===== config.mk =====
export PLATFORM = sky130hd
export DESIGN_NAME = detection_decode_filter_unit_flat
export DESIGN_NICKNAME = d
export VERILOG_FILES = /design/src/sv/ddf_pkg.sv /design/src/sv/ddf_if.sv /design/src/sv/ddf_sigmoid.sv /design/src/sv/detection_decode_filter_unit.sv /design/src/flat_wrapper.sv
export SDC_FILE = /design/constraint.sdc
export NUM_CORES = 2
export LEC_CHECK = 0
export ABC_AREA = 1
export BUFFER_PORTS_ARGS = -buffer_cell sky130_fd_sc_hd__buf_4
export CAP_MARGIN = 40
export CORE_MARGIN = 2
export CORE_UTILIZATION = 45
export CTS_CLUSTER_DIAMETER = 40
export DETAILED_ROUTE_END_ITERATION = 16
export PLACE_DENSITY = 0.64
export SYNTH_ARGS = -nofsm -noshare
export SYNTH_HDL_FRONTEND = slang
export SYNTH_HIERARCHICAL = 1
export SYNTH_SLANG_ARGS = --single-unit

===== constraint.sdc =====
create_clock -name clk -period 20.3 [get_ports clk]
set_clock_uncertainty 0.2 [all_clocks]
set_input_delay 1.015 -clock clk [delete_from_list [all_inputs] [get_ports clk]]
set_output_delay 1.015 -clock clk [all_outputs]
set_load 0.05 [all_outputs]

===== src/sv/ddf_pkg.sv =====
`timescale 1ns / 1ps
// ----------------------------------------------------------------------------
// ddf_pkg
// Shared types and constants of the detection decode and filter unit.
// ----------------------------------------------------------------------------
package ddf_pkg;

  // Configuration register indexes
  typedef enum logic [1:0] {
    REG_MIN_CONF   = 2'd0,
    REG_NET_WIDTH  = 2'd1,
    REG_NET_HEIGHT = 2'd2
  } reg_index_t;

  localparam logic [15:0] MIN_CONF_RST = 16'd32768;
  localparam logic [12:0] NET_SIZE_RST = 13'd640;

  // round(65536 * sigmoid(k/2)), k = 0..16
  localparam logic [15:0] SIG_TABLE [0:16] = '{
    16'd32768, 16'd40793, 16'd47911, 16'd53581, 16'd57724, 16'd60565,
    16'd62428, 16'd63615, 16'd64357, 16'd64816, 16'd65097, 16'd65269,
    16'd65374, 16'd65438, 16'd65476, 16'd65500, 16'd65514
  };

  // Load enables of the pipeline stages behind the first one
  typedef struct packed {
    logic en2;
    logic en3;
  } pipe_en_t;

endpackage


===== src/sv/ddf_if.sv =====
`timescale 1ns / 1ps
// ----------------------------------------------------------------------------
// ddf_det_if / ddf_res_if
// Valid/ready channels for incoming detections and outgoing results.
// ----------------------------------------------------------------------------
interface ddf_det_if;
  logic               valid;
  logic               ready;
  logic signed [15:0] logit_a;
  logic signed [15:0] logit_b;
  logic signed [15:0] logit_c;
  logic signed [15:0] logit_d;
  logic signed [15:0] logit_e;
  logic        [15:0] center_x;
  logic        [15:0] center_y;
  logic        [15:0] box_w;
  logic        [15:0] box_h;

  modport source (output valid, logit_a, logit_b, logit_c, logit_d, logit_e,
                  center_x, center_y, box_w, box_h, input ready);
  modport sink (input valid, logit_a, logit_b, logit_c, logit_d, logit_e,
                center_x, center_y, box_w, box_h, output ready);
endinterface

interface ddf_res_if;
  logic               valid;
  logic               ready;
  logic        [2:0]  label;
  logic        [15:0] confidence;
  logic signed [16:0] left_px;
  logic signed [16:0] top_px;
  logic        [15:0] width_px;
  logic        [15:0] height_px;

  modport source (output valid, label, confidence, left_px, top_px,
                  width_px, height_px, input ready);
  modport sink (input valid, label, confidence, left_px, top_px,
                width_px, height_px, output ready);
endinterface


===== src/sv/ddf_sigmoid.sv =====
`timescale 1ns / 1ps
// ----------------------------------------------------------------------------
// ddf_sigmoid
// Two-stage table sigmoid with linear interpolation, Q8.8 in, Q0.16 out.
// ----------------------------------------------------------------------------
module ddf_sigmoid
  import ddf_pkg::*;
(
  input  logic               clk,
  input  pipe_en_t           en,
  input  logic signed [15:0] logit,
  output logic        [15:0] conf
);

  logic        [16:0] mag;
  logic               sat;
  logic        [3:0]  seg;
  logic        [6:0]  frac;
  logic        [15:0] lo_val;
  logic        [15:0] hi_val;
  logic        [12:0] diff;
  logic        [15:0] base;
  logic        [19:0] prod;
  logic               neg;
  logic        [15:0] s_val;

  // Magnitude and table segment
  always_comb begin
    mag    = logit[15] ? 17'(-$signed({logit[15], logit})) : 17'({1'b0, logit});
    sat    = |mag[16:11];
    seg    = mag[10:7];
    frac   = mag[6:0];
    lo_val = SIG_TABLE[{1'b0, seg}];
    hi_val = SIG_TABLE[5'({1'b0, seg}) + 5'd1];
    diff   = 13'(hi_val - lo_val);
  end

  // Stage 2: segment base and slope product
  always_ff @(posedge clk) begin
    if (en.en2) begin
      base <= sat ? SIG_TABLE[16] : lo_val;
      prod <= sat ? 20'd0 : 20'(diff * frac);
      neg  <= logit[15];
    end
  end

  // Stage 3: round, add, mirror for negative logits
  assign s_val = 16'(base + 16'((prod + 20'd64) >> 7));

  always_ff @(posedge clk) begin
    if (en.en3) begin
      conf <= neg ? 16'(17'd65536 - {1'b0, s_val}) : s_val;
    end
  end

endmodule


===== src/sv/detection_decode_filter_unit.sv =====
`timescale 1ns / 1ps
// Path: stage 1, 2 and 3 registers, then the output register, to res.
// Throughput: one detection per cycle; each stage stalls only when the
//   stage after it is full and cannot move, so the output register decides.
// Reset (rst, synchronous): pipeline valids cleared, min_conf = 32768,
//   net_width = net_height = 640.
// ----------------------------------------------------------------------------
// detection_decode_filter_unit
// Argmax over five logits, sigmoid confidence, threshold filter and box
// scaling to 1/16-pixel units with saturation.
// ----------------------------------------------------------------------------
module detection_decode_filter_unit
  import ddf_pkg::*;
(
  input  logic        clk,
  input  logic        rst,
  ddf_det_if.sink     det,
  ddf_res_if.source   res,
  input  logic        wr_en,
  input  logic [1:0]  wr_index,
  input  logic [15:0] wr_data
);

  logic [15:0] min_conf;
  logic [12:0] net_width;
  logic [12:0] net_height;

  logic        v1, v2, v3, vo;
  logic        take_o, en1;
  pipe_en_t    en;

  // Stage 1 signals
  logic signed [15:0] win_ab, win_cd, win_abcd, win;
  logic        [2:0]  cls_ab, cls_cd, cls_abcd, cls_win;
  logic signed [15:0] best1;
  logic        [2:0]  cls1, cls2, cls3;
  logic signed [17:0] dx1, dy1;
  logic        [15:0] bw1, bh1;

  // Stage 2 signals
  logic signed [31:0] mx2, my2;
  logic        [28:0] mw2, mh2;

  // Stage 3 signals
  logic signed [31:0] sum_x, sum_y, q_x, q_y;
  logic        [29:0] sum_w, sum_h;
  logic        [17:0] q_w, q_h;
  logic signed [16:0] left3, top3;
  logic        [15:0] width3, height3;
  logic        [15:0] conf3;
  logic               pass3;

  // Configuration registers
  always_ff @(posedge clk) begin
    if (rst) begin
      min_conf   <= MIN_CONF_RST;
      net_width  <= NET_SIZE_RST;
      net_height <= NET_SIZE_RST;
    end else if (wr_en) begin
      case (reg_index_t'(wr_index))
        REG_MIN_CONF:   min_conf   <= wr_data;
        REG_NET_WIDTH:  net_width  <= wr_data[12:0];
        REG_NET_HEIGHT: net_height <= wr_data[12:0];
        default: ;
      endcase
    end
  end

  // Stall chain: a stage loads when empty or when its content moves on
  assign take_o = !vo || res.ready;
  assign en.en3 = !v3 || take_o;
  assign en.en2 = !v2 || en.en3;
  assign en1    = !v1 || en.en2;
  assign det.ready = en1;

  always_ff @(posedge clk) begin
    if (rst) begin
      v1 <= 1'b0;
      v2 <= 1'b0;
      v3 <= 1'b0;
      vo <= 1'b0;
    end else begin
      if (en1)    v1 <= det.valid;
      if (en.en2) v2 <= v1;
      if (en.en3) v3 <= v2;
      if (take_o) vo <= v3 && pass3;
    end
  end

  // Argmax tree; the right side wins only when strictly greater
  always_comb begin
    win_ab   = (det.logit_b > det.logit_a) ? det.logit_b : det.logit_a;
    cls_ab   = (det.logit_b > det.logit_a) ? 3'd1 : 3'd0;
    win_cd   = (det.logit_d > det.logit_c) ? det.logit_d : det.logit_c;
    cls_cd   = (det.logit_d > det.logit_c) ? 3'd3 : 3'd2;
    win_abcd = (win_cd > win_ab) ? win_cd : win_ab;
    cls_abcd = (win_cd > win_ab) ? cls_cd : cls_ab;
    win      = (det.logit_e > win_abcd) ? det.logit_e : win_abcd;
    cls_win  = (det.logit_e > win_abcd) ? 3'd4 : cls_abcd;
  end

  // Stage 1: winner and box edge offsets (2*center - size)
  always_ff @(posedge clk) begin
    if (en1) begin
      best1 <= win;
      cls1  <= cls_win;
      dx1   <= $signed({1'b0, det.center_x, 1'b0}) - $signed({2'b00, det.box_w});
      dy1   <= $signed({1'b0, det.center_y, 1'b0}) - $signed({2'b00, det.box_h});
      bw1   <= det.box_w;
      bh1   <= det.box_h;
    end
  end

  // Stage 2: scale by network size
  always_ff @(posedge clk) begin
    if (en.en2) begin
      cls2 <= cls1;
      mx2  <= 32'(dx1 * $signed({1'b0, net_width}));
      my2  <= 32'(dy1 * $signed({1'b0, net_height}));
      mw2  <= 29'(bw1 * net_width);
      mh2  <= 29'(bh1 * net_height);
    end
  end

  ddf_sigmoid u_sigmoid (
    .clk   (clk),
    .en    (en),
    .logit (best1),
    .conf  (conf3)
  );

  // Stage 3: round, shift and saturate
  always_comb begin
    sum_x = mx2 + 32'sd4096;
    sum_y = my2 + 32'sd4096;
    q_x   = sum_x >>> 13;
    q_y   = sum_y >>> 13;
    sum_w = {1'b0, mw2} + 30'd2048;
    sum_h = {1'b0, mh2} + 30'd2048;
    q_w   = sum_w[29:12];
    q_h   = sum_h[29:12];
  end

  always_ff @(posedge clk) begin
    if (en.en3) begin
      cls3 <= cls2;
      if (q_x < -32'sd32768)     left3 <= -17'sd32768;
      else if (q_x > 32'sd65535) left3 <= 17'sd65535;
      else                       left3 <= q_x[16:0];
      if (q_y < -32'sd32768)     top3 <= -17'sd32768;
      else if (q_y > 32'sd65535) top3 <= 17'sd65535;
      else                       top3 <= q_y[16:0];
      width3  <= (|q_w[17:16]) ? 16'hFFFF : q_w[15:0];
      height3 <= (|q_h[17:16]) ? 16'hFFFF : q_h[15:0];
    end
  end

  // Threshold filter
  assign pass3 = (conf3 >= min_conf);

  // Output register
  always_ff @(posedge clk) begin
    if (take_o && v3) begin
      res.label      <= cls3;
      res.confidence <= conf3;
      res.left_px    <= left3;
      res.top_px     <= top3;
      res.width_px   <= width3;
      res.height_px  <= height3;
    end
  end

  assign res.valid = vo;

  // Checks
  a_pass_thr: assert property (@(posedge clk) disable iff (rst)
    res.valid |-> res.confidence >= min_conf)
    else $error("result below confidence threshold");

  a_class_range: assert property (@(posedge clk) disable iff (rst)
    res.valid |-> res.label <= 3'd4)
    else $error("class index out of range");

  a_conf_range: assert property (@(posedge clk) disable iff (rst)
    res.valid |-> (res.confidence >= 16'd22 && res.confidence <= 16'd65514))
    else $error("confidence outside sigmoid range");

  a_stage3_hold: assert property (@(posedge clk) disable iff (rst)
    (v3 && !en.en3) |=> (v3 && $stable(conf3) && $stable(cls3)))
    else $error("stalled stage 3 lost its contents");

endmodule


===== src/flat_wrapper.sv =====
// flat-port wrapper written by rule: the top's interface ports become plain ports
module detection_decode_filter_unit_flat import ddf_pkg::*;
  (clk, rst, wr_en, wr_index, wr_data, det_valid, det_logit_a, det_logit_b, det_logit_c, det_logit_d, det_logit_e, det_center_x, det_center_y, det_box_w, det_box_h, det_ready, res_valid, res_label, res_confidence, res_left_px, res_top_px, res_width_px, res_height_px, res_ready);
  ddf_det_if det_i ();
  ddf_res_if res_i ();
  input  logic clk;
  input  logic rst;
  input  logic wr_en;
  input  logic [1:0] wr_index;
  input  logic [15:0] wr_data;
  input wire logic [$bits(det_i.valid)-1:0] det_valid;
  input wire logic [$bits(det_i.logit_a)-1:0] det_logit_a;
  input wire logic [$bits(det_i.logit_b)-1:0] det_logit_b;
  input wire logic [$bits(det_i.logit_c)-1:0] det_logit_c;
  input wire logic [$bits(det_i.logit_d)-1:0] det_logit_d;
  input wire logic [$bits(det_i.logit_e)-1:0] det_logit_e;
  input wire logic [$bits(det_i.center_x)-1:0] det_center_x;
  input wire logic [$bits(det_i.center_y)-1:0] det_center_y;
  input wire logic [$bits(det_i.box_w)-1:0] det_box_w;
  input wire logic [$bits(det_i.box_h)-1:0] det_box_h;
  output wire logic [$bits(det_i.ready)-1:0] det_ready;
  output wire logic [$bits(res_i.valid)-1:0] res_valid;
  output wire logic [$bits(res_i.label)-1:0] res_label;
  output wire logic [$bits(res_i.confidence)-1:0] res_confidence;
  output wire logic [$bits(res_i.left_px)-1:0] res_left_px;
  output wire logic [$bits(res_i.top_px)-1:0] res_top_px;
  output wire logic [$bits(res_i.width_px)-1:0] res_width_px;
  output wire logic [$bits(res_i.height_px)-1:0] res_height_px;
  input wire logic [$bits(res_i.ready)-1:0] res_ready;
  assign det_i.valid = det_valid;
  assign det_i.logit_a = det_logit_a;
  assign det_i.logit_b = det_logit_b;
  assign det_i.logit_c = det_logit_c;
  assign det_i.logit_d = det_logit_d;
  assign det_i.logit_e = det_logit_e;
  assign det_i.center_x = det_center_x;
  assign det_i.center_y = det_center_y;
  assign det_i.box_w = det_box_w;
  assign det_i.box_h = det_box_h;
  assign det_ready = det_i.ready;
  assign res_valid = res_i.valid;
  assign res_label = res_i.label;
  assign res_confidence = res_i.confidence;
  assign res_left_px = res_i.left_px;
  assign res_top_px = res_i.top_px;
  assign res_width_px = res_i.width_px;
  assign res_height_px = res_i.height_px;
  assign res_i.ready = res_ready;
  detection_decode_filter_unit u_core (.clk(clk), .rst(rst), .det(det_i), .res(res_i), .wr_en(wr_en), .wr_index(wr_index), .wr_data(wr_data));
endmodule

### After elaboration in Yosys (flattened, before gate mapping)

Memories as Yosys holds them, arrays and structs flattened.
Index checks and enable logic that the tools add are counted.
Widths: inputs -> output; s select.

* bits in registers: 465
* bits in read-only memories: 1024
* input port bits: 167
* output and inout bits: 87
* word-level logic and storage cells: 103
* memories kept: 2

* add/subtract/negate cells: 12
* multipliers: 5
* order comparisons: 11
* equal/unequal tests: 2
* mux-type cells: 15
* bitwise operators: 2
* reduce and logical (&&, ||, !) cells: 19

Memory list
* (name not given): depth 32, bits a word 16, read ports 1, clocked after memory_dff 0, write ports 0, line ddf_sigmoid.sv:34 `hi_val = SIG_TABLE[5'({1'b0, seg}) + 5'd1];`
* (name not given): depth 32, bits a word 16, read ports 1, clocked after memory_dff 0, write ports 0, line ddf_sigmoid.sv:33 `lo_val = SIG_TABLE[{1'b0, seg}];`

Operators by type and width (number)
* $mux 16: 7
* $add 32x14->32 const B: 2
* $gt 16x16->1: 4
* $mul 18x14->32: 2
* $add 29x12->30 const B: 2
* $mul 16x13->29: 2
* $mux 17: 3
* $gt 19x17->1 const B: 2
* $lt 19x16->1 const B: 2
* $sub 17x16->18: 2
* $mux 13: 2
* $add 20x7->20 const B: 1
* $mul 13x7->20: 1
* $neg 16->17: 1
* $add 16x13->16: 1
* $ge 16x16->1: 1
* $sub 1x16->16 const A: 1
* $sub 13x13->13: 1
* $ge 6x6->1 const B: 2
* $reduce_or 2->1: 4
* $not 4->6: 1
* $not 5->6: 1
* $reduce_and 2->1: 3
* $reduce_or 6->1: 1
* other kinds (9): 17

### Depth between registers and ports, before layout

* word-level depth: 9
* depth in mapped cells: 46
* gate-level depth less buffers: 44

### Cells and area by module

The synthesis kept the hierarchy.

By module, submodules not included
* detection_decode_filter_unit: instances 1, cells each 5332, area an instance 47000.1 um^2, sequential area each 10470.0 um^2
* ddf_sigmoid: instances 1, cells each 973, area an instance 7273.2 um^2, sequential area each 1381.3 um^2

### Least setup slack after synthesis

No wires, ideal clock.

* kind: flip-flop to flip-flop
* start point: register u_core.best1[0]
* end point: register u_core.u_sigmoid.prod[15] (data pin)
* library setup time: 0.260 ns
* data arrival time: 6.886 ns
* required time: 19.840 ns
* setup slack: 12.954 ns
* cell stages (with the launch flop): 39
* path buffers: 0
* period minus slack after synthesis: 7.346 ns
* cells stage by stage: edfxtp_1 -> inv_2 -> ha_1 -> nand2_1 -> nor2_1 -> nand2_1 -> nand2_1 -> nand2_1 -> nand2_2 -> inv_1 -> ha_1 -> xor2_1 -> a31oi_1 -> o21ai_1 -> ha_1 -> nand2_1 -> nand2_1 -> inv_1 -> [... 3 more ...] -> nand2_1 -> a21oi_1 -> xor2_1 -> nor2_1 -> fa_1 -> fa_1 -> fa_1 -> inv_1 -> fa_1 -> inv_1 -> ha_1 -> a21oi_1 -> o21ai_0 -> o21bai_1 -> a21oi_1 -> o21bai_1 -> o21ai_0 -> a21oi_1

* word-level cells in the longest chain between the ends: 9
* elaborated cells between the ends (all ways): 14
* those cells by class: add/sub (3); mul (1); mux (5); bitwise (2); reduce/logical (1); memory (2)

RTL lines
* start, declared: line detection_decode_filter_unit.sv:35 `logic signed [15:0] best1;`
* start signal, assigned: line detection_decode_filter_unit.sv:105 `best1 <= win;`
* $neg 16->17: line ddf_sigmoid.sv:29 `mag = logit[15] ? 17'(-$signed({logit[15], logit})) : 17'({1'b0, logit});`
* $mux 17 (*): line ddf_sigmoid.sv:29
* $add 4x1->5: line ddf_sigmoid.sv:34
* $not 5->6 (implied by the code): line ddf_sigmoid.sv:34
* $mem_v2 32x16
* $mux 13 (implied by the code) (2 in a row): line ddf_sigmoid.sv:34
* $sub 13x13->13: line ddf_sigmoid.sv:35 `diff = 13'(hi_val - lo_val);`
* $mul 13x7->20: line ddf_sigmoid.sv:42 `prod <= sat ? 20'd0 : 20'(diff * frac);`
* end signal, assigned: line ddf_sigmoid.sv:42
* end, declared: line ddf_sigmoid.sv:23 `logic [19:0] prod;`

Every way passes the cells marked *; elsewhere a longest branch is shown, timed or not. The select of a mux whose other input is x is not followed.
A chain may end at the register's enable or synchronous reset.

### Final worst setup path

* start point: register u_core.best1[0]
* end point: register u_core.u_sigmoid.prod[19] (data pin)

The elaborated chain is that of the path after synthesis.

==> metrics <==
number of distinct library cell variants in the gate-level netlist after synthesis 66; fraction of synthesized cell area taken by the top area cell type around 30%; Mapped Avg Cell Area roughly 8.6 sq um; length of routed met2 wiring between 60 and 70 mm; top post-synthesis cells by area sky130_fd_sc_hd__fa_1 (30%), sky130_fd_sc_hd__edfxtp_1 (20%), sky130_fd_sc_hd__ha_1 (11%); clk sinks 410; H-tree depth 3; Worst-Skew Late Latency approximately 0.65 ns; antenna violations before repair 8; max-slew violation total from the final report 0; first-pass detailed-route iteration total 5; via count of the first global-routing pass about 43k; topmost layer with routed signal wires met5; unrepaired setup endpoints after global routing no; status finished clean; classification of the worst-slack hold path flip-flop to flip-flop; post-route cell area 60270 sq um; Yosys warning total 6; slew at the pin closest to its max-slew limit just under 0.9 ns; remaining antenna violation count after routing 0; delay of the slowest cell on the worst path a little under 0.6 ns; Total Die Area around 120000 sq um; CP Class flip-flop to flip-flop; standard cell with the maximum stage delay on the critical path sky130_fd_sc_hd__xor2_1; clock-pin transition on the worst setup and hold timing paths approximately 0.050 ns; detailed-route vias per instance around 5; Final GP Congestion 0.8890; Worst EP required 20.47 ns; setup TNS after final layout 0 ns; Worst Hold Margin 0.1999 ns; core area between 100000 and 150000 sq um; synthesized cell area about 54000 sq um; post-synthesis sequential area ratio between 20% and 30%; cell type with the highest aggregate area in the netlist sky130_fd_sc_hd__fa_1; Longest Clk Path Bufs 3; Gate Count Post-Synth between 6k and 7k; Post-Route M1 WL about 55 mm; DRC violation total after the first TritonRoute iteration 2277; Chip Width 351.3 microns; total vias in the final route 40.59k; global-route usage over all layers roughly 22%; height of the die ~350 microns; Ports about 250; least setup slack across all paths after layout between 10 and 15 ns; number of clock buffers inserted by TritonCTS 76; minimum period implied by the final worst setup slack between 8 and 9 ns; initial core utilization a little under half; number of I/O port buffers approximately 250; Clock Tree Root sky130_fd_sc_hd__clkbuf_16; Max Cap Violations 0; CTS tree yes; Setup Viol. Count Final 0; share of async-settable or async-resettable flops after synthesis 0%; remaining global-route overflow 0; Post-CTS Resized 0; DRC violations left 0; EDFF count, synth around 360; total wire length after detailed routing around 130 mm; Fin. Hold Viols 0; pin count of the biggest net entering global routing just under 60; Post-Place Setup Slack between 10 and 15 ns; number of buffers inserted for hold repair after clock tree synthesis 0; Post-Place Cell Area slightly below 60000 sq um; crit path capture type flip-flop; net count of the mapped netlist roughly 7.8k; met3 layer wire length in the routed design 9.230 mm; detailed-route wire length per cell 16.09 microns; Post-CTS Setup Repair Bufs 0; commonest register cell after synthesis sky130_fd_sc_hd__edfxtp_1; endpoint arrival time on the critical path 8.56 ns; tightest slew margin relative to the limit between 40% and 50%; Highest Clock Rate around 120 MHz; fraction of layout cells with a size suffix above 1 under 10%; final-stage net count roughly 8k; layout overhead on the synthesized area 11.05%; crit-path max FO 10; critical path launch point type flip-flop; first-pass GRT wire length 218.5 mm; HPWL Detailed 105.2 mm; number of flip-flops and latches in the synthesized netlist 410; share of the clock period used by the worst path after layout ~41%; row count between 100 and 150
==> synth_stat cells (all sizes together) (3+ instances only) <==
cell type / number
clkinv: 4
clkbuf: 136
a211oi: 9
nor3: 36
o221ai: 7
inv: 1592
nor3b: 3
o31ai: 9
nor4: 4
fa: 809
buf: 71
and2: 4
ha: 477
a21o: 12
edfxtp: 364
dfxtp: 46
o21ai: 190
or2: 10
o22ai: 5
nor2: 267
o21bai: 11
o21a: 14
o311ai: 3
a31oi: 19
nand3b: 8
o2111ai: 4
nand3: 145
nand4: 59
o211ai: 8
a21boi: 7
xor2: 149
a221oi: 3
nand2: 1486
and3: 3
a21oi: 252
xnor2: 70
==> critical path, delay by kind of cell, from the launching register on <==
kind,cells,cell delay [ns]
xor+xnor,1,0.58
fa+ha+maj,9,3.46
buf+inv,6,0.57
simple gates,13,1.52
flops,1,0.51
compound gates,8,1.25
==> cells by family after synthesis <==
| group | Yosys count | synth area share [%] |
|---|---|---|
| simple gates | 2029 | 15.43 |
| fa+ha+maj | 1286 | 40.84 |
| mux | 1 | 0.01844 |
| xor+xnor | 219 | 3.583 |
| compound gates | 557 | 5.733 |
| buf+inv | 1803 | 12.56 |
| flops | 410 | 21.84 |
==> path summary, 6_finish.rpt <==
check / startpoint / endpoint / slack [ns] / cells past startpoint
worst min register to register: u_core/width3[3]$_SDFFCE_PP1P_ / u_core/res.width_px[3]$_DFFE_PP_ / 0.20 / 0
worst max register to register: u_core/best1[0]$_DFFE_PP_ / u_core/u_sigmoid/prod[19]$_SDFFCE_PP0P_ / 11.91 / 37
worst min-delay path: u_core/width3[3]$_SDFFCE_PP1P_ / u_core/res.width_px[3]$_DFFE_PP_ / 0.20 / 0
worst max-delay path: u_core/best1[0]$_DFFE_PP_ / u_core/u_sigmoid/prod[19]$_SDFFCE_PP0P_ / 11.91 / 37
==> through the flow <==
stage	instances	utilization (%)
final	8145	50.30
after detailed placement	8005	48.21
after global placement	7998	48.12
after CTS	8144	50.30
after global routing	8144	50.30
after floorplan	6305	-
==> layout by cell type, fill, tap and decap left out, types with 8 or more instances in the layout <==
master,count
sky130_fd_sc_hd__inv_6,17
sky130_fd_sc_hd__nand2_1,1462
sky130_fd_sc_hd__a31oi_1,19
sky130_fd_sc_hd__buf_4,291
sky130_fd_sc_hd__o21ai_1,10
sky130_fd_sc_hd__nand3_2,9
sky130_fd_sc_hd__xnor2_1,69
sky130_fd_sc_hd__inv_1,1579
sky130_fd_sc_hd__nand4_1,58
sky130_fd_sc_hd__o21bai_1,11
sky130_fd_sc_hd__inv_2,11
sky130_fd_sc_hd__fa_1,809
sky130_fd_sc_hd__clkinv_1,12
sky130_fd_sc_hd__nand2_2,14
sky130_fd_sc_hd__ha_1,477
sky130_fd_sc_hd__clkbuf_16,79
sky130_fd_sc_hd__a211oi_1,9
sky130_fd_sc_hd__nand3b_1,8
sky130_fd_sc_hd__nand3_1,134
sky130_fd_sc_hd__clkinv_4,8
sky130_fd_sc_hd__edfxtp_1,364
sky130_fd_sc_hd__a21oi_1,252
sky130_fd_sc_hd__xor2_1,148
sky130_fd_sc_hd__nor2_2,9
sky130_fd_sc_hd__dfxtp_1,45
sky130_fd_sc_hd__o21a_1,14
sky130_fd_sc_hd__o21ai_0,178
sky130_fd_sc_hd__nor2_1,254
sky130_fd_sc_hd__nor3_1,32
sky130_fd_sc_hd__a21o_1,12
sky130_fd_sc_hd__or2_2,10
==> layer usage <==
metal / GRT usage (%) / vias up
li1: - / 19410
met1: 27.73 / 19950
met2: 38.42 / 987
met3: 5.018 / 221
met4: 5.486 / 16
met5: 0 / -
==> registers in the layout (all words and copies together), names as in the netlist, 18 cells and up <==
register / flops
u_core/mw2: 18
u_core/mx2: 20
u_core/dx1: 18
u_core/dy1: 18
u_core/my2: 20
u_core/mh2: 18
==> cell type report <==
type	count	area, sq um
inverter	1596	5996
sequential	410	11850
fill	11380	59540
antenna	1	2.502
clock inverter	56	501.7
timing repair buffer	295	2272
clock buffer	83	2002
multi-input combinational	4092	35630
tap	1612	2017
Power is not shown: default switching activity piles up to over one toggle a cycle in this logic, so the estimate is an artifact.
